**src/rtl/qalu_pkg.sv**
```systemverilog
`timescale 1ns / 1ps
// Shared widths, types, operation codes and product tables for the quaternion ALU.
// Every RTL module takes its definitions from here by scoped names.
package qalu_pkg;

  localparam int COMP_WIDTH = 32;
  localparam int FRAC_BITS  = 16;
  localparam int FIELD_W    = 32;
  localparam int NUM_COMP   = 4;
  localparam int IDX_W      = $clog2(NUM_COMP);
  localparam int PROD_W     = 2 * COMP_WIDTH;
  localparam int PAIR_W     = PROD_W + 1;
  localparam int SUM_W      = PROD_W + 2;
  localparam int ADD_W      = COMP_WIDTH + 1;
  localparam int IN_DATA_W  = 2 * NUM_COMP * FIELD_W;
  localparam int OUT_DATA_W = NUM_COMP * FIELD_W;
  localparam int IN_USER_W  = 2;
  localparam int OUT_USER_W = 2;
  localparam int USER_EQUAL = 0;
  localparam int USER_OVF   = 1;

  typedef logic signed [COMP_WIDTH-1:0] comp_t;
  typedef logic signed [ADD_W-1:0]      add_t;
  typedef logic signed [PAIR_W-1:0]     pair_t;
  typedef logic signed [SUM_W-1:0]      sum_t;
  typedef logic signed [FIELD_W-1:0]    field_t;

  localparam comp_t COMP_MAX = {1'b0, {(COMP_WIDTH-1){1'b1}}};
  localparam comp_t COMP_MIN = {1'b1, {(COMP_WIDTH-1){1'b0}}};

  typedef enum logic [IN_USER_W-1:0] {
    OP_ADD = 2'd0,
    OP_SUB = 2'd1,
    OP_MUL = 2'd2,
    OP_CMP = 2'd3
  } op_t;

  // Right-operand component used by each term of each Hamilton product component.
  localparam logic [IDX_W-1:0] RIGHT_IDX [NUM_COMP][NUM_COMP] = '{
    '{2'd0, 2'd1, 2'd2, 2'd3},
    '{2'd1, 2'd0, 2'd3, 2'd2},
    '{2'd2, 2'd3, 2'd0, 2'd1},
    '{2'd3, 2'd2, 2'd1, 2'd0}
  };

  // A set bit marks a term that is subtracted rather than added.
  localparam logic [NUM_COMP-1:0] TERM_NEG [NUM_COMP] = '{
    4'b1110, 4'b1000, 4'b0010, 4'b0100
  };

  typedef struct packed {
    op_t                                            op;
    logic                                           eq;
    logic [NUM_COMP-1:0][ADD_W-1:0]                 addsub;
    logic [NUM_COMP-1:0][NUM_COMP-1:0][PROD_W-1:0]  prod;
  } s1_t;

  typedef struct packed {
    op_t                                   op;
    logic                                  eq;
    logic [NUM_COMP-1:0][ADD_W-1:0]        addsub;
    logic [NUM_COMP-1:0][1:0][PAIR_W-1:0]  pair;
  } s2_t;

endpackage

```
**src/rtl/qalu_sum_stage.sv**
```systemverilog
`timescale 1ns / 1ps
// Second pipeline stage: applies the term signs and adds the products in pairs.
// Depends on qalu_pkg.
module qalu_sum_stage (
  input  logic           clk,
  input  logic           rst,
  input  logic           in_valid,
  output logic           in_ready,
  input  qalu_pkg::s1_t  in_data,
  output logic           out_valid,
  input  logic           out_ready,
  output qalu_pkg::s2_t  out_data
);

  qalu_pkg::pair_t term [qalu_pkg::NUM_COMP][qalu_pkg::NUM_COMP];
  qalu_pkg::s2_t   data_next;

  assign in_ready = !out_valid || out_ready;

  always_comb begin
    for (int c = 0; c < qalu_pkg::NUM_COMP; c++) begin
      for (int t = 0; t < qalu_pkg::NUM_COMP; t++) begin
        if (qalu_pkg::TERM_NEG[c][t]) begin
          term[c][t] = -qalu_pkg::pair_t'($signed(in_data.prod[c][t]));
        end else begin
          term[c][t] = qalu_pkg::pair_t'($signed(in_data.prod[c][t]));
        end
      end
    end
  end

  always_comb begin
    data_next.op     = in_data.op;
    data_next.eq     = in_data.eq;
    data_next.addsub = in_data.addsub;
    for (int c = 0; c < qalu_pkg::NUM_COMP; c++) begin
      for (int h = 0; h < 2; h++) begin
        data_next.pair[c][h] = term[c][2*h] + term[c][2*h+1];
      end
    end
  end

  always_ff @(posedge clk) begin
    if (rst) begin
      out_valid <= 1'b0;
    end else if (in_ready) begin
      out_valid <= in_valid;
    end
  end

  always_ff @(posedge clk) begin
    if (in_ready && in_valid) begin
      out_data <= data_next;
    end
  end

endmodule

```
**config.mk**
```make
export PLATFORM = sky130hd
export DESIGN_NAME = qalu_sum_stage
export DESIGN_NICKNAME = d
export VERILOG_FILES = /design/src/rtl/qalu_pkg.sv /design/src/rtl/qalu_sum_stage.sv
export SDC_FILE = /design/constraint.sdc
export NUM_CORES = 2
export LEC_CHECK = 0
export BUFFER_PORTS_ARGS = -buffer_cell sky130_fd_sc_hd__buf_2
export CORE_AREA = 2 2 701 703
export CTS_CLUSTER_DIAMETER = 60
export DETAILED_ROUTE_END_ITERATION = 16
export DIE_AREA = 0 0 703 705
export REMOVE_ABC_BUFFERS = 1
export SLEW_MARGIN = 5
export SYNTH_ARGS = -nofsm -noshare
export SYNTH_HDL_FRONTEND = slang
export SYNTH_SLANG_ARGS = --single-unit
```
**constraint.sdc**
```tcl
create_clock -name clk -period 22 [get_ports clk]
set_input_delay 1.1 -clock clk [delete_from_list [all_inputs] [get_ports clk]]
set_output_delay 1.1 -clock clk [all_outputs]
set_load 0.005 [all_outputs]
```
=== Word level (Yosys, flattened, before mapping) ===
Index checks and enable logic that the tools add are counted.

* Register bits after elaboration: 656
* Bits of input ports: 1163
* Output and inout port bits: 657
* Logic and storage cells: 32

* Add/subtract/negate cells: 14
* Reductions and logical operators: 3

{| class="wikitable"
|+ Operator list
! operator !! count
|-
| negation 64 -> 65 bit || 6
|-
| adder 64 x 64 -> 65 bit || 3
|-
| adder 64 x 65 -> 65 bit || 3
|-
| adder 65 x 64 -> 65 bit || 1
|-
| adder 65 bit || 1
|-
| logical AND 1 bit || 1
|-
| logical NOT 1 bit || 1
|-
| logical OR 1 bit || 1
|}

=== Longest topological paths before layout ===
* Depth after elaboration: 3
* Gate-level depth with buffers: 15
* Gate-level depth less buffers: 15

=== Least setup slack after synthesis ===
Ideal clock, no wire load.

* Kind: input -> register
* Start: input out_ready
* End: register out_data[0] (netlist bit), enable pin
* Setup time: 1.110 ns
* Data arrival time: 16.051 ns
* Data required time: 20.890 ns
* Setup slack: 4.839 ns
* Stages: 2
* Buffers on the path: 0
* Cells stage by stage: nand2b_1 > and2_1

* Longest elaborated chain between the ends: 2

{| class="wikitable"
|+ Ends and longest elaborated chain
! item !! line !! source
|-
| from (decl) || qalu_sum_stage.sv:11 || <nowiki>input logic out_ready,</nowiki>
|-
| logical OR 1 bit || qalu_sum_stage.sv:18 || <nowiki>assign in_ready = !out_valid || out_ready;</nowiki>
|-
| logical AND 1 bit || qalu_sum_stage.sv:52 || <nowiki>if (in_ready && in_valid) begin</nowiki>
|-
| to (signal assigned) || qalu_sum_stage.sv:53 || <nowiki>out_data <= data_next;</nowiki>
|-
| to (decl) || qalu_sum_stage.sv:12 || <nowiki>output qalu_pkg::s2_t out_data</nowiki>
|}

Every way passes these cells.
A chain may end at the register's enable or synchronous reset.

==> run metrics <==
CP Max Fanout 6; area of the multi-input gates 28200 um^2; Static Leak around 31 nW; Final HPWL DP 355000 um; Final Hold Fails 0; vias post-DR around 51000; max-cap viol count 0; Post-Route WL 395000 um; Crit path max-delay family compound AO/OA/AOI/OAI gates; setup TNS 0 ns; postcts setup bufs 0; CORE AREA 488000 um^2; largest net degree at the start of global routing 136; Worst R2R Setup Slack approximately 17 ns; Die W about 700 um; Worst Max-Slew Pin Slew 1.33 ns; Slew Limit Fails 0; initial core utilization just over 10%; most frequent cells in the layout 1819 x buf_2, 655 x edfxtp_1, 575 x ha_1; EDFF count, synth 655; Hold Path Class input port to flip-flop; clk_lat worst skew just over 0.9 ns; CTS hold repair buffers 0; Yosys top cell area share about two fifths; Root Driver clkbuf_16; H-tree levels 3; final instance area about 72000 um^2; initial DRC count ~4300; Final ANT Viol Nets 0; fillcell total around 56000; via/cell ratio about 3.7; syn_area_per_cell 9.62 um^2; vias in the first global route around 50000; sequential element share of the synthesized area between 30% and 40%; Yosys cell types 102; CP arrival about 6.3 ns; Resized cells post-CTS 0; Yosys Warn Count 0; most common cell after layout, fill and taps aside buf_2; final setup fails 0; register area 19700 um^2; Crit path buffers/inverters 2; biggest area consumer among synthesized cells edfxtp_1; Worst Hold Endpoint out_data[634]; Overflow after GRT 0; Clock Path Buffers 4; share of cells above drive strength 1 between 30% and 40%; status completed; worst hold start in_data[1138]; Pwr Density 76.1 nW/um^2; Critical R2R Capture out_data[488]; critical-path cell list buf_2 -> inv_1 -> ha_1 -> nand2_1 -> nor3_1 -> o211ai_1 -> and2_4 -> o41ai_4 -> a211oi_2 -> o22ai_2 -> a21o_1 -> a41oi_1 -> o31ai_1 -> xor2_1; Tot GR Track Use between 15 and 20%; Reg clk slew, reported paths 0.06 ns; worst flop-to-flop path startpoint out_valid; asr flop ratio synth 0%; drt pass-1 iters 6; Residual DRC 0; FMAX roughly 180 MHz; Syn-to-layout area delta 42.4%; clock sinks around 660; initial antenna violation count about 190; synth top area cells edfxtp_1 39%, ha_1 14%, a21oi_1 5.5%; worst r2r path cells 7; Layout Skew roughly 0.091 ns; Yosys reg bits between 600 and 700; Worst setup SP type input port; Critical-path top delay cell o41ai_4; CTS tree done; final period utilization between 20% and 30%; CTS buffer count roughly 130; WP data required approximately 23 ns; Final Critical Period approximately 5.7 ns; Setup Crit Path Kind input port to flip-flop; final net count 8815; ys flop type edfxtp_1; port buffer count 1819; global-route wire length before repair 494000 um; I/O pins between 1500 and 2000; die height 705 um; Crit. End Element flip-flop; Critical Path Max Stage Delay slightly below 0.9 ns; unrepaired setup endpoints after global routing no; post-placement cell area just under 70000 um^2; gate count of the mapped netlist ~5200; WHS Path Cells 1; die area 496000 um^2; drt wl/cell between 20 and 30 um; Mapped Area 50400 um^2; GPL Wtd Cong 0.989; relative slew slack around 11%; placement row count roughly 260; worst vdd ir 0.0752 mV
kinds of logic (layout without fill, tap and decap cells):
logic type	after synthesis	count (layout)	synth area share, %
other	0	63	0
muxes	3	3	0.0621
xor gates and xnor gates	478	478	8.31
buffers and inverters	665	2598	5.04
AOI/OAI and AO/OA	1649	1649	21.3
adders and majority gates	583	583	14.6
and+or+nand+nor	1202	1202	11.5
DFF	656	656	39.1
synthesized netlist by cell type, types with 9 or more instances:
cell	number
edfxtp_1	655
ha_1	575
a21oi_1	552
inv_1	522
nand2_1	375
xnor2_1	305
a21o_1	283
nor2_1	281
o21ai_0	236
xor2_1	173
nand4_1	118
clkbuf_1	116
o21bai_1	99
nand3_1	74
nor3_1	69
nor2b_1	62
a31oi_1	60
nand2b_1	55
o21ai_1	54
o21a_1	50
and3_1	45
a211oi_1	34
o211ai_1	31
and2_1	24
o31ai_1	23
buf_2	21
a41oi_1	19
or3_1	16
a21boi_0	14
nor4_1	14
or2_2	14
a221o_1	13
a221oi_1	13
o221ai_1	12
or4_1	12
a31o_2	11
and4_1	11
o31a_1	11
o22ai_1	10
a211o_1	9
per-stage QoR:
step	hold WS, ns	total power, W	worst slack (ns)	utilization, %	cells
detailed placement	0.556	0.00347	15.56	13.8	13417
CTS	0.231	0.00556	16.49	14.7	13644
finish	0.349	0.00545	16.29	14.7	13707
floorplan	0.522	0.00252	4.84	-	5093
global placement	0.555	0.00348	14.40	13.8	13414
global route	0.272	0.00571	16.46	14.7	13674
per-layer routing:
metal  vias to the layer above  GRT usage [%]  part of all wire [%]
met5                         -              0                  0.17
met1                     25064           17.3                    38
met2                      2645           24.4                    45
met3                       597           6.20                    10
li1                      22980              -                     -
met4                       104           7.50                   5.8
state kept, by name (all words and copies together), names as in the netlist:
signal	flops
out_data	655
out_valid	1
power by group:
group / switching, W / internal [W] / total [W]
clock network: 0.000800 / 0.00123 / 0.00203
registers: 0.0000738 / 0.00160 / 0.00167
logic: 0.00117 / 0.000585 / 0.00175
final cells by class:
class | count | share of cell area [%]
multi-input combinational | 3915 | 39.3
sequential | 656 | 27.5
antenna | 63 | 0.220
tap | 6475 | 11.3
timing repair buffer | 1849 | 13.1
clock inverter | 95 | 1.53
clock buffer | 132 | 4.40
inverter | 522 | 2.73
how the worst max path moves through the flow:
stage | start | to | slack, ns | depth (start not counted)
after global placement | in_data[394] | out_data[244] | 14.40 | 13
after floorplan | out_ready | out_data[0] | 4.84 | 2
final | in_data[461] | out_data[257] | 16.29 | 14
after CTS | in_data[456] | out_data[257] | 16.49 | 14
after global routing | in_data[461] | out_data[257] | 16.46 | 14
after detailed placement | in_data[456] | out_data[257] | 15.56 | 14
No activity file was read; power rests on OpenSTA's default activity.
