File: src/rtl/qalu_pkg.sv
`timescale 1ns / 1ps
// Shared widths, types, operation codes and product tables for the quaternion ALU.
// Every RTL module takes its definitions from here by scoped names.
package qalu_pkg;

  localparam int COMP_WIDTH = 32;
  localparam int FRAC_BITS  = 16;
  localparam int FIELD_W    = 32;
  localparam int NUM_COMP   = 4;
  localparam int IDX_W      = $clog2(NUM_COMP);
  localparam int PROD_W     = 2 * COMP_WIDTH;
  localparam int PAIR_W     = PROD_W + 1;
  localparam int SUM_W      = PROD_W + 2;
  localparam int ADD_W      = COMP_WIDTH + 1;
  localparam int IN_DATA_W  = 2 * NUM_COMP * FIELD_W;
  localparam int OUT_DATA_W = NUM_COMP * FIELD_W;
  localparam int IN_USER_W  = 2;
  localparam int OUT_USER_W = 2;
  localparam int USER_EQUAL = 0;
  localparam int USER_OVF   = 1;

  typedef logic signed [COMP_WIDTH-1:0] comp_t;
  typedef logic signed [ADD_W-1:0]      add_t;
  typedef logic signed [PAIR_W-1:0]     pair_t;
  typedef logic signed [SUM_W-1:0]      sum_t;
  typedef logic signed [FIELD_W-1:0]    field_t;

  localparam comp_t COMP_MAX = {1'b0, {(COMP_WIDTH-1){1'b1}}};
  localparam comp_t COMP_MIN = {1'b1, {(COMP_WIDTH-1){1'b0}}};

  typedef enum logic [IN_USER_W-1:0] {
    OP_ADD = 2'd0,
    OP_SUB = 2'd1,
    OP_MUL = 2'd2,
    OP_CMP = 2'd3
  } op_t;

  // Right-operand component used by each term of each Hamilton product component.
  localparam logic [IDX_W-1:0] RIGHT_IDX [NUM_COMP][NUM_COMP] = '{
    '{2'd0, 2'd1, 2'd2, 2'd3},
    '{2'd1, 2'd0, 2'd3, 2'd2},
    '{2'd2, 2'd3, 2'd0, 2'd1},
    '{2'd3, 2'd2, 2'd1, 2'd0}
  };

  // A set bit marks a term that is subtracted rather than added.
  localparam logic [NUM_COMP-1:0] TERM_NEG [NUM_COMP] = '{
    4'b1110, 4'b1000, 4'b0010, 4'b0100
  };

  typedef struct packed {
    op_t                                            op;
    logic                                           eq;
    logic [NUM_COMP-1:0][ADD_W-1:0]                 addsub;
    logic [NUM_COMP-1:0][NUM_COMP-1:0][PROD_W-1:0]  prod;
  } s1_t;

  typedef struct packed {
    op_t                                   op;
    logic                                  eq;
    logic [NUM_COMP-1:0][ADD_W-1:0]        addsub;
    logic [NUM_COMP-1:0][1:0][PAIR_W-1:0]  pair;
  } s2_t;

endpackage

File: src/rtl/qalu_out_stage.sv
`timescale 1ns / 1ps
// Final pipeline stage: last addition, fraction shift, saturation and the output
// register that drives the result stream. Depends on qalu_pkg.
module qalu_out_stage (
  input  logic                             clk,
  input  logic                             rst,
  input  logic                             in_valid,
  output logic                             in_ready,
  input  qalu_pkg::s2_t                    in_data,
  output logic                             out_valid,
  input  logic                             out_ready,
  output logic [qalu_pkg::OUT_DATA_W-1:0]  out_data,
  output logic [qalu_pkg::OUT_USER_W-1:0]  out_user
);

  qalu_pkg::sum_t  shr   [qalu_pkg::NUM_COMP];
  qalu_pkg::comp_t mul_q [qalu_pkg::NUM_COMP];
  qalu_pkg::comp_t add_q [qalu_pkg::NUM_COMP];
  qalu_pkg::comp_t res   [qalu_pkg::NUM_COMP];
  logic [qalu_pkg::NUM_COMP-1:0]           mul_o;
  logic [qalu_pkg::NUM_COMP-1:0]           add_o;
  logic                                    eq_next;
  logic                                    ovf_next;
  logic [qalu_pkg::OUT_DATA_W-1:0]         data_next;

  assign in_ready = !out_valid || out_ready;

  always_comb begin
    for (int c = 0; c < qalu_pkg::NUM_COMP; c++) begin
      shr[c] = (qalu_pkg::sum_t'($signed(in_data.pair[c][0]))
              + qalu_pkg::sum_t'($signed(in_data.pair[c][1]))) >>> qalu_pkg::FRAC_BITS;
      if (shr[c] > qalu_pkg::sum_t'(qalu_pkg::COMP_MAX)) begin
        mul_q[c] = qalu_pkg::COMP_MAX;
        mul_o[c] = 1'b1;
      end else if (shr[c] < qalu_pkg::sum_t'(qalu_pkg::COMP_MIN)) begin
        mul_q[c] = qalu_pkg::COMP_MIN;
        mul_o[c] = 1'b1;
      end else begin
        mul_q[c] = qalu_pkg::COMP_WIDTH'(shr[c]);
        mul_o[c] = 1'b0;
      end
      if ($signed(in_data.addsub[c]) > qalu_pkg::add_t'(qalu_pkg::COMP_MAX)) begin
        add_q[c] = qalu_pkg::COMP_MAX;
        add_o[c] = 1'b1;
      end else if ($signed(in_data.addsub[c]) < qalu_pkg::add_t'(qalu_pkg::COMP_MIN)) begin
        add_q[c] = qalu_pkg::COMP_MIN;
        add_o[c] = 1'b1;
      end else begin
        add_q[c] = qalu_pkg::COMP_WIDTH'(in_data.addsub[c]);
        add_o[c] = 1'b0;
      end
    end
  end

  always_comb begin
    unique case (in_data.op)
      qalu_pkg::OP_ADD, qalu_pkg::OP_SUB: begin
        res      = add_q;
        ovf_next = |add_o;
        eq_next  = 1'b0;
      end
      qalu_pkg::OP_MUL: begin
        res      = mul_q;
        ovf_next = |mul_o;
        eq_next  = 1'b0;
      end
      default: begin
        res      = '{default: '0};
        ovf_next = 1'b0;
        eq_next  = in_data.eq;
      end
    endcase
    for (int c = 0; c < qalu_pkg::NUM_COMP; c++) begin
      data_next[c*qalu_pkg::FIELD_W +: qalu_pkg::FIELD_W] = qalu_pkg::field_t'(res[c]);
    end
  end

  always_ff @(posedge clk) begin
    if (rst) begin
      out_valid <= 1'b0;
    end else if (in_ready) begin
      out_valid <= in_valid;
    end
  end

  always_ff @(posedge clk) begin
    if (in_ready && in_valid) begin
      out_data                      <= data_next;
      out_user[qalu_pkg::USER_EQUAL] <= eq_next;
      out_user[qalu_pkg::USER_OVF]   <= ovf_next;
    end
  end

endmodule

File: config.mk
export PLATFORM = sky130hd
export DESIGN_NAME = qalu_out_stage
export DESIGN_NICKNAME = d
export VERILOG_FILES = /design/src/rtl/qalu_pkg.sv /design/src/rtl/qalu_out_stage.sv
export SDC_FILE = /design/constraint.sdc
export NUM_CORES = 1
export LEC_CHECK = 0
export BUFFER_PORTS_ARGS = -buffer_cell sky130_fd_sc_hd__buf_2
export CORE_AREA = 4 4 308 310
export CTS_CLUSTER_SIZE = 30
export DETAILED_ROUTE_END_ITERATION = 7
export DIE_AREA = 0 0 312 314
export GPL_ROUTABILITY_DRIVEN = 0
export MAX_ROUTING_LAYER = met4
export PLACE_DENSITY = 0.57
export SETUP_SLACK_MARGIN = 0.15
export SLEW_MARGIN = 5
export SYNTH_ARGS = -nofsm -noshare
export SYNTH_HDL_FRONTEND = slang
export SYNTH_SLANG_ARGS = --single-unit
export TNS_END_PERCENT = 30
File: constraint.sdc
create_clock -name clk -period 3.45 [get_ports clk]
set_input_delay 0.1725 -clock clk [delete_from_list [all_inputs] [get_ports clk]]
set_output_delay 0.1725 -clock clk [all_outputs]
set_load 0.02 [all_outputs]
Yosys cells after proc, flatten, opt, wreduce, memory -nomap -nowiden. Cells that the tools add are included.

Register bits after elaboration: 131. Input bits: 659.

Reductions and logical operators: 8. Eq/ne operators: 2. Magnitude comparators: 16. Multiplexer cells: 34. Add/sub/neg operators: 4.

Operators by type and width (number): two-way mux 32 bit (16); adder 65 x 65 -> 66 bit (4); one-hot mux 128 bit (2 select lines) (1); > comparator 50 x 32 -> 1 bit, second input constant (4); less-than comparator 50 x 32 -> 1 bit, second input constant (4); > comparator 33 x 32 -> 1 bit, second input constant (4); less-than comparator 33 x 32 -> 1 bit, second input constant (4); two-way mux 1 bit (16); OR reduction 4 bit (2); OR reduction 3 bit (1); == test 2 x 1 -> 1 bit, second input constant (1); == test 2 bit, second input constant (1); logical NOT 2 bit (1); one-hot mux 1 bit (2 select lines) (1); OR reduction 2 bit (1); logical AND 1 bit (1); logical NOT 1 bit (1); logical OR 1 bit (1).

Longest topological paths before layout. Gate-level depths: netlist (run 1).

Depth after elaboration: 6. Mapped depth: 17. Depth with buffers taken out: 14.

Worst setup path after synthesis (run 1). OpenSTA, ideal clock, no wires.

Path kind: flip-flop to flip-flop. Start: reg out_valid. End: reg out_data[0] (netlist name), enable pin. Cell stages (with the launch flop): 3. Path slack: -0.699 ns. Arrival: 3.644 ns. Data required time: 2.946 ns. Setup time: 0.504 ns. Clock period less this slack: 4.149 ns. Cells stage by stage: dfxtp_1 -> nand2b_1 -> and2_1.

Longest elaborated chain between the ends: 3.

RTL lines: start, declared (line qalu_out_stage.sv:10) `output logic out_valid,`; start signal, assigned (line qalu_out_stage.sv:82) `out_valid <= in_valid;`; logical NOT 1 bit (line qalu_out_stage.sv:26) `assign in_ready = !out_valid || out_ready;`; logical OR 1 bit (line qalu_out_stage.sv:26); via in_ready (line qalu_out_stage.sv:8) `output logic in_ready,`; logical AND 1 bit (line qalu_out_stage.sv:87) `if (in_ready && in_valid) begin`; end signal, assigned (line qalu_out_stage.sv:88) `out_data <= data_next;`; end, declared (line qalu_out_stage.sv:12) `output logic [qalu_pkg::OUT_DATA_W-1:0] out_data,`.

The timed path passes the listed nets, and every way through them passes these cells. A chain may end at the register's enable or synchronous reset.

Worst setup path after layout (run 1).
Start: in in_data[3] (netlist name). End: reg out_user[1] (netlist name) (data pin).

Longest elaborated chain between the ends: 6.

RTL lines: start, declared (line qalu_out_stage.sv:9) `input qalu_pkg::s2_t in_data,`; adder 65 x 65 -> 66 bit * (line qalu_out_stage.sv:31) `+ qalu_pkg::sum_t'($signed(in_data.pair[c][1]))) >>> qalu_pkg::FRAC_BITS;`; less-than comparator 50 x 32 -> 1 bit (line qalu_out_stage.sv:35) `end else if (shr[c] < qalu_pkg::sum_t'(qalu_pkg::COMP_MIN)) begin`; two-way mux 1 bit (line qalu_out_stage.sv:35); two-way mux 1 bit * (line qalu_out_stage.sv:32) `if (shr[c] > qalu_pkg::sum_t'(qalu_pkg::COMP_MAX)) begin`; OR reduction 4 bit * (line qalu_out_stage.sv:64) `ovf_next = |mul_o;`; one-hot mux 1 bit (2 select lines) * (line qalu_out_stage.sv:56) `unique case (in_data.op)`; via ovf_next (line qalu_out_stage.sv:23) `logic ovf_next;`; end signal, assigned by index (line qalu_out_stage.sv:89) `out_user[qalu_pkg::USER_EQUAL] <= eq_next;`; end signal, assigned by index (line qalu_out_stage.sv:90) `out_user[qalu_pkg::USER_OVF] <= ovf_next;`; end, declared (line qalu_out_stage.sv:13) `output logic [qalu_pkg::OUT_USER_W-1:0] out_user`.

The timed path passes the listed nets; every way through them passes the cells marked *.

==> results.md, run 1 <==
- Final Hold Vio Count: 0
- Slew Viols, Final: 0
- P_leak: 0.0180 uW
- Async SR Flop Fraction: 0%
- Post-DRT Antenna Nets: 0
- Worst Reg-to-Reg Cells: 3
- Flop pwr share: 17.5%
- Antenna violations before repair: 12
- Initial DRC count: 2540
- Port Buffers: slightly below 800
- Final setup margin: -0.268 ns
- TritonCTS buffer count: 17
- Layout fillers: between 9000 and 10000
- Die Ht: 314 microns
- Routed len/inst: between 20 and 25 microns
- Yosys top cell by area: edfxtp_1
- Post-synth top flop: edfxtp_1
- Max FO, Critical Path: 2
- DRC violations left: 0
- Internal Pwr Total: ~6700 uW
- Clk pin slew, worst setup/hold paths: 0.08 ns
- Final WL: between 100 and 150 mm
- Largest net degree at the start of global routing: 73
- I/O pins: 791
- Htree depth: 4
- Cell Rows: 111
- Sw Share: between 40% and 50%
- Distinct cells, synth: 100
- Seq/Total Area, Yosys: 17.5%
- Max Cap Viol: 0
- Syn Std Cell Area: about 22000 sq um
- RR Startpoint: out_valid
- Final #Nets: about 5700
- Vias in the first global route: roughly 32000
- Max clock buf depth: 2
- Worst rel slew slack: a little over an eighth
- # setup viols final: 119
- Clock sinks: 131
- Final Cell Area: 40200 sq um
- Most common cell after layout, fill and taps aside: buf_4
- Minimum clock period: between 3 and 4 ns
- CP arrival: about 4.0 ns
- DR vias: about 32000
- Combinational share of power: between 60% and 70%
- Critical path required time: roughly 3.7 ns
- Post-DP HPWL: approximately 110 mm
- First-pass GRT wire length: 186 mm
- Mapped Nets: 3906
- Yosys top cell area share: 17.4%
- EDFF count, synth: 130
- Peak supply drop: around 0.37 mV
- Die area: between 90000 and 100000 sq um
- TritonCTS clock tree: done
- Syn. warnings: 0
- Worst Hold Launch: in_data[522]
- Clk pwr share: a little under a fifth
- RR Endpoint: out_data[24]
- DP Area: about 35000 sq um
- Hold path cells: 3
- Number of synthesized register bits: between 100 and 150
- GRT Residual Overflow: 0
- Most used cells in the layout excluding fill and tap cells: buf_4, buf_2, nor2_1
- Number of vias per cell: approximately 5.4
- Fin crit share: 108%
- PwrDens: between 200 and 300 nW/um^2
- Outcome: complete, but fails checks
- Crit path to: out_user[1]
- Critical Path Start Type: input port
- Placeable Area: about 92000 sq um
- DRT Pass-1 Iters: 6
- Setup crit end kind: register
- Initial Util: between 20% and 30%
- HP Class: input port to register
- Mapped Cells: 2991
- Share of cells above drive strength 1: approximately half
- Critical Path Source: in_data[3]
- Synth area leaders: edfxtp_1, ha_1, a21oi_1
- CP Class: input port to register
- Failing checks: negative setup slack
- Least-Margin Pin Slew: approximately 1.3 ns
- Clk Latency, worst-skew pair: about 0.51 ns
- CTS root buf: clkbuf_16
- Setup TNS: -19.10 ns
- Post-layout util: a little over two fifths
- Unrepaired setup endpoints after global routing: yes
- Syn_area_per_cell: around 7.5 sq um
- Fmax: 0.269 GHz
- Worst Skew: 0.0193 ns
- Setup slack, reg-to-reg: between 1.5 and 2 ns
- GRT Total Usage: between 20 and 30%
- Layout area overhead: 79.1%
- Die W: 312 microns
- P_sw: between 4000 and 5000 uW
-- cell type report --
type | count | area [sq um] | area share (%)
timing repair buffer | 1904 | 13200 | 32.8
clock buffer | 18 | 429 | 1.07
sequential | 131 | 3920 | 9.77
antenna | 9 | 22.5 | 0.0561
tap | 1186 | 1480 | 3.69
multi-input combinational | 2634 | 20700 | 51.5
clock inverter | 14 | 201 | 0.501
inverter | 63 | 236 | 0.589
-- timing repair --
item	CTS	global route
hold endpoints to repair	62	0
hold buffers	64	0
resized for setup	411	193
endpoints found under the setup margin	126	125
gates cloned	10	3
pin swaps	135	82
buffers inserted	36	24
-- state kept, by name (all words and copies together) (netlist names) --
signal,count
out_data,128
out_user,2
out_valid,1
-- Yosys cell counts (11+ instances only) --
| cell type | count |
|---|---|
| a21boi_0 | 11 |
| nand2b_1 | 24 |
| nand4_1 | 111 |
| o211ai_1 | 38 |
| nor2_1 | 312 |
| xor2_1 | 78 |
| nor2b_1 | 22 |
| or3_1 | 19 |
| a221oi_1 | 11 |
| or2_2 | 12 |
| o221ai_2 | 30 |
| o21ai_1 | 27 |
| nor3_1 | 54 |
| o21a_1 | 43 |
| a31oi_1 | 32 |
| o31ai_1 | 21 |
| edfxtp_1 | 130 |
| o21ai_0 | 229 |
| o221ai_1 | 70 |
| a21oi_1 | 363 |
| inv_1 | 63 |
| nor4_1 | 30 |
| and4_1 | 12 |
| and2_1 | 17 |
| nand2_1 | 273 |
| a211oi_1 | 38 |
| xnor2_1 | 93 |
| a21o_1 | 91 |
| buf_2 | 45 |
| nor3b_1 | 11 |
| and3_1 | 25 |
| clkbuf_1 | 107 |
| o21bai_1 | 38 |
| nand3_1 | 57 |
| ha_1 | 256 |
-- worst max-delay path: stages --
cell       delay (ns)
buf_2            0.14
ha_4             0.27
o21ai_1          0.07
a22oi_2          0.26
a2111oi_4        0.15
or2_1            0.30
nor4b_4          0.33
nor3_1           0.08
buf_4            0.15
o41ai_2          0.19
buf_4            0.19
a31oi_4          0.09
xor2_2           0.20
or4_4            0.56
or4_4            0.46
a211oi_4         0.24
a31oi_1          0.11
-- worst min path at each step --
stage | slack (ns) | end
2_1_floorplan | 0.24 | out_valid
4_1_cts | 0.0003 | out_data[72]
3_5_place_dp | 0.36 | out_valid
3_3_place_gp | 0.35 | out_valid
6_report | 0.04 | out_data[2]
5_1_grt | 0.03 | out_data[109]
-- cells by family (layout without fill, tap and decap cells) --
group                    count (synthesis)  in the layout  synth area share (%)
AO/OA/AOI/OAI                         1163           1164                  34.2
XOR/XNOR                               171            171                  6.68
adder cells (fa/ha/maj)                256            256                  14.3
buffers and inverters                  227           1999                  4.23
flip-flops                             131            131                  17.5
multiplexers                            16             16                 0.764
other                                    0              9                     0
AND/OR/NAND/NOR                       1027           1027                  22.3
-- per-layer routing --
layer,wire (microns),vias up,track usage (%),part of all wire (%)
li1,-,15065,-,-
met1,53700,15084,30.8,42
met2,60800,1494,42.2,48
met3,8160,272,3.48,6.4
met4,5060,0,9.46,4.0
met5,0,-,-,0
-- power by group through the flow --
stage,clock network [uW],logic (uW),registers (uW)
5_1_grt,2230,7980,2040
4_1_cts,2180,7030,2030
3_3_place_gp,0,6270,2060
2_1_floorplan,0,2910,2240
6_report,2120,7480,2030
3_5_place_dp,0,6300,2060
-- per-stage QoR --
stage	std cells	worst slack (ns)	total power, uW	hold slack [ns]
6_report	5959	-0.268	11600	0.0418
5_1_grt	5959	-0.449	12300	0.0323
4_1_cts	5923	-0.201	11200	0.000348
3_5_place_dp	5781	-1.20	8360	0.359
3_3_place_gp	5781	-1.26	8330	0.353
2_1_floorplan	2991	-0.328	5140	0.242
Note: power is estimated with default switching activity, not from simulation.
==> inputs of run 2 (changes only) <==
CORE_AREA = 4 4 305 307   (was 4 4 308 310)
DIE_AREA = 0 0 309 311   (was 0 0 312 314)
PLACE_DENSITY = 0.58   (was 0.57)
==> run 2 against run 1 <==
Against the previous run: flip-flop and latch count did not move; routed wire length rose by 2.4%; critical path type unchanged; largest cell class unchanged; sequential power barely moved; via count rose by 2.6%; the run still ends with negative setup slack left.
==> results.md, run 2 (synthesized netlist as in run 1, its figures left out) <==
- GRT Total Usage: 26.0% (was 25.2%)
- Placed cell count: 5797 (was 5781)
- Setup crit end kind: register (unchanged)
- Place WS: -1.13 ns (was -1.20 ns)
- Fin crit share: 109% (was 108%)
- Port Buffers: 790 (unchanged)
- Clk pin slew, worst setup/hold paths: 0.06 ns (was 0.08 ns)
- Most common cell after layout, fill and taps aside: buf_4 (unchanged)
- Setup slack, reg-to-reg: 1.65 ns (was 1.66 ns)
- CP Class: input port to register (unchanged)
- Number of vias per cell: 5.43 (was 5.36)
- Delay-heaviest family, CP: compound AO/OA/AOI/OAI gates (was simple AND/OR/NAND/NOR gates)
- Routed len/inst: 21.7 microns (was 21.4 microns)
- Post-DRT Antenna Nets: 0 (unchanged)
- Critical Path Start Type: input port (unchanged)
- Largest net degree at the start of global routing: 55 (was 73)
- Max clock buf depth: 2 (unchanged)
- Most used cells in the layout excluding fill and tap cells: buf_4, buf_2, nor2_1 (unchanged)
- Final WL: 131 mm (was 128 mm)
- Worst rel slew slack: 6.53% (was 13.3%)
- Critical path required time: 3.76 ns (was 3.70 ns)
- Post-layout util: 45.3% (was 43.8%)
- Setup TNS: -17.35 ns (was -19.10 ns)
- DRT Pass-1 Iters: 6 (unchanged)
- Max Cap Viol: 0 (unchanged)
- Peak supply drop: 0.401 mV (was 0.374 mV)
- RR Endpoint: out_data[64] (was out_data[24])
- Vias in the first global route: 31908 (was 31677)
- P_sw: 5020 uW (was 4920 uW)
- Initial DRC count: 3237 (was 2540)
- Post-DP HPWL: 104 mm (was 106 mm)
- I/O pins: 791 (unchanged)
- Final Hold Vio Count: 0 (unchanged)
- Outcome: complete, but fails checks (unchanged)
- Critical Path Source: in_data[459] (was in_data[3])
- CP peak stage delay: 0.36 ns (was 0.56 ns)
- Top Registers: out_data (128), out_user (2), out_valid (1) (unchanged)
- Crit path max-delay cell type: o41ai_4 (was or4_4)
- Final Cell Area: 40800 sq um (was 40200 sq um)
- Htree depth: 4 (unchanged)
- Fmax: 0.265 GHz (was 0.269 GHz)
- Final setup margin: -0.323 ns (was -0.268 ns)
- Die Ht: 311 microns (was 314 microns)
- Hold path endpoint: out_data[106] (was out_data[2])
- Max FO, Critical Path: 7 (was 2)
- Worst Hold Launch: in_data[629] (was in_data[522])
- DRC violations left: 0 (unchanged)
- Least-Margin Pin Slew: 1.40 ns (was 1.30 ns)
- Clk Latency, worst-skew pair: 0.52 ns (was 0.51 ns)
- DR vias: 32736 (was 31915)
- Max FFs per register: 128 (unchanged)
- TritonCTS clock tree: done (unchanged)
- # setup viols final: 108 (was 119)
- Unrepaired setup endpoints after global routing: yes (unchanged)
- Worst Reg-to-Reg Cells: 3 (unchanged)
- CP arrival: 4.09 ns (was 3.97 ns)
- First-pass GRT wire length: 188 mm (was 186 mm)
- Antenna violations before repair: 25 (was 12)
- Slew Viols, Final: 0 (unchanged)
- Die area: 96100 sq um (was 98000 sq um)
- Failing checks: negative setup slack (unchanged)
- Share of cells above drive strength 1: 50.7% (was 50.0%)
- Cell Rows: 110 (was 111)
- Clk pwr share: 17.4% (was 18.2%)
- Hold path cells: 3 (unchanged)
- Minimum clock period: 3.77 ns (was 3.72 ns)
- PwrDens: 288 nW/um^2 (was 289 nW/um^2)
- Placeable Area: 90000 sq um (was 91700 sq um)
- WP buf/inv: 6 (was 3)
- P_leak: 0.0183 uW (was 0.0180 uW)
- Combinational share of power: 65.3% (was 64.3%)
- CTS root buf: clkbuf_16 (unchanged)
- Clock sinks: 131 (unchanged)
- Biggest register: out_data (unchanged)
- Sw Share: 42.7% (was 42.3%)
- Initial Util: 24.9% (was 24.5%)
- Layout area overhead: 81.8% (was 79.1%)
- DP Area: 34900 sq um (was 34700 sq um)
- Final #Nets: 5728 (was 5666)
- Finished Layout Cells: 6027 (was 5959)
- TritonCTS buffer count: 17 (unchanged)
- Die W: 309 microns (was 312 microns)
- Layout fillers: 8742 (was 9061)
- GRT Residual Overflow: 0 (unchanged)
- Internal Pwr Total: 6730 uW (was 6700 uW)
- HP Class: input port to register (unchanged)
- Critical Path, Cell by Cell: buf_8 > ha_4 > a211oi_4 > nor2_1 > o311ai_2 > nand4b_1 > a21oi_1 > buf_4 > o21ai_4 > a211oi_2 > buf_4 > mux2_4 > nor4_2 > nand4b_1 > o41ai_4 > buf_6 > buf_12 > buf_16 > a21oi_2 > o21ai_1 (was buf_2 > ha_4 > o21ai_1 > a22oi_2 > a2111oi_4 > or2_1 > nor4b_4 > nor3_1 > buf_4 > o41ai_2 > buf_4 > a31oi_4 > xor2_2 > or4_4 > or4_4 > a211oi_4 > a31oi_1)
- Flop pwr share: 17.3% (was 17.5%)
- Worst Skew: 0.0220 ns (was 0.0193 ns)
- RR Startpoint: out_valid (unchanged)
## run 2: stage by stage
stage	hold WS [ns]	total power, uW
6_report	0.0440	11800
5_1_grt	0.0319	12300
4_1_cts	0.00205	11200
3_5_place_dp	0.352	8380
3_3_place_gp	0.345	8350
2_1_floorplan	0.242	5140
## run 2: worst max-delay path by stage
stage,end,cells after the start
3_3_place_gp,out_data[82],18
4_1_cts,out_data[32],19
6_report,out_data[118],20
3_5_place_dp,out_data[82],18
5_1_grt,out_data[50],18
2_1_floorplan,out_user[1],15
## run 2: layout make-up
type	count	area [sq um]	area share (%)
clock inverters	14	163	0.399
repair buffers	1967	13700	33.5
multi-input cells	2633	20800	51.1
flip-flops and latches	131	3920	9.62
diodes	25	62.6	0.153
well taps	1176	1470	3.61
inverters	63	236	0.580
clock buffers	18	429	1.05
## run 2: repair_timing
action,CTS,global route
cloned,10,2
setup buffers,75,26
pin swaps,119,122
endpoints found under the setup margin,126,126
hold buffers,60,0
hold endpoints to repair,59,0
resized for setup,402,243
## run 2: layer usage
| metal | vias up | share of wire (%) | GRT usage, % |
|---|---|---|---|
| met4 | 0 | 5.1 | 12.4 |
| met5 | - | 0 | - |
| met2 | 1747 | 46 | 41.9 |
| met3 | 359 | 8.0 | 4.66 |
| li1 | 15188 | - | - |
| met1 | 15442 | 40 | 31.5 |
## run 2: power by group through the flow
stage	Clock [uW]	Sequential (uW)	Combinational, uW
after global routing	2140	2040	8150
after detailed placement	0	2060	6310
final	2040	2040	7670
after global placement	0	2060	6280
after CTS	2080	2030	7130
after floorplan	0	2240	2910
## run 2: worst reg2reg max path, cell delays in order, from the launching register on
cell	delay [ns]
dfxtp_1	0.31
nand2b_1	0.11
and2_4	0.63
buf_12	0.36
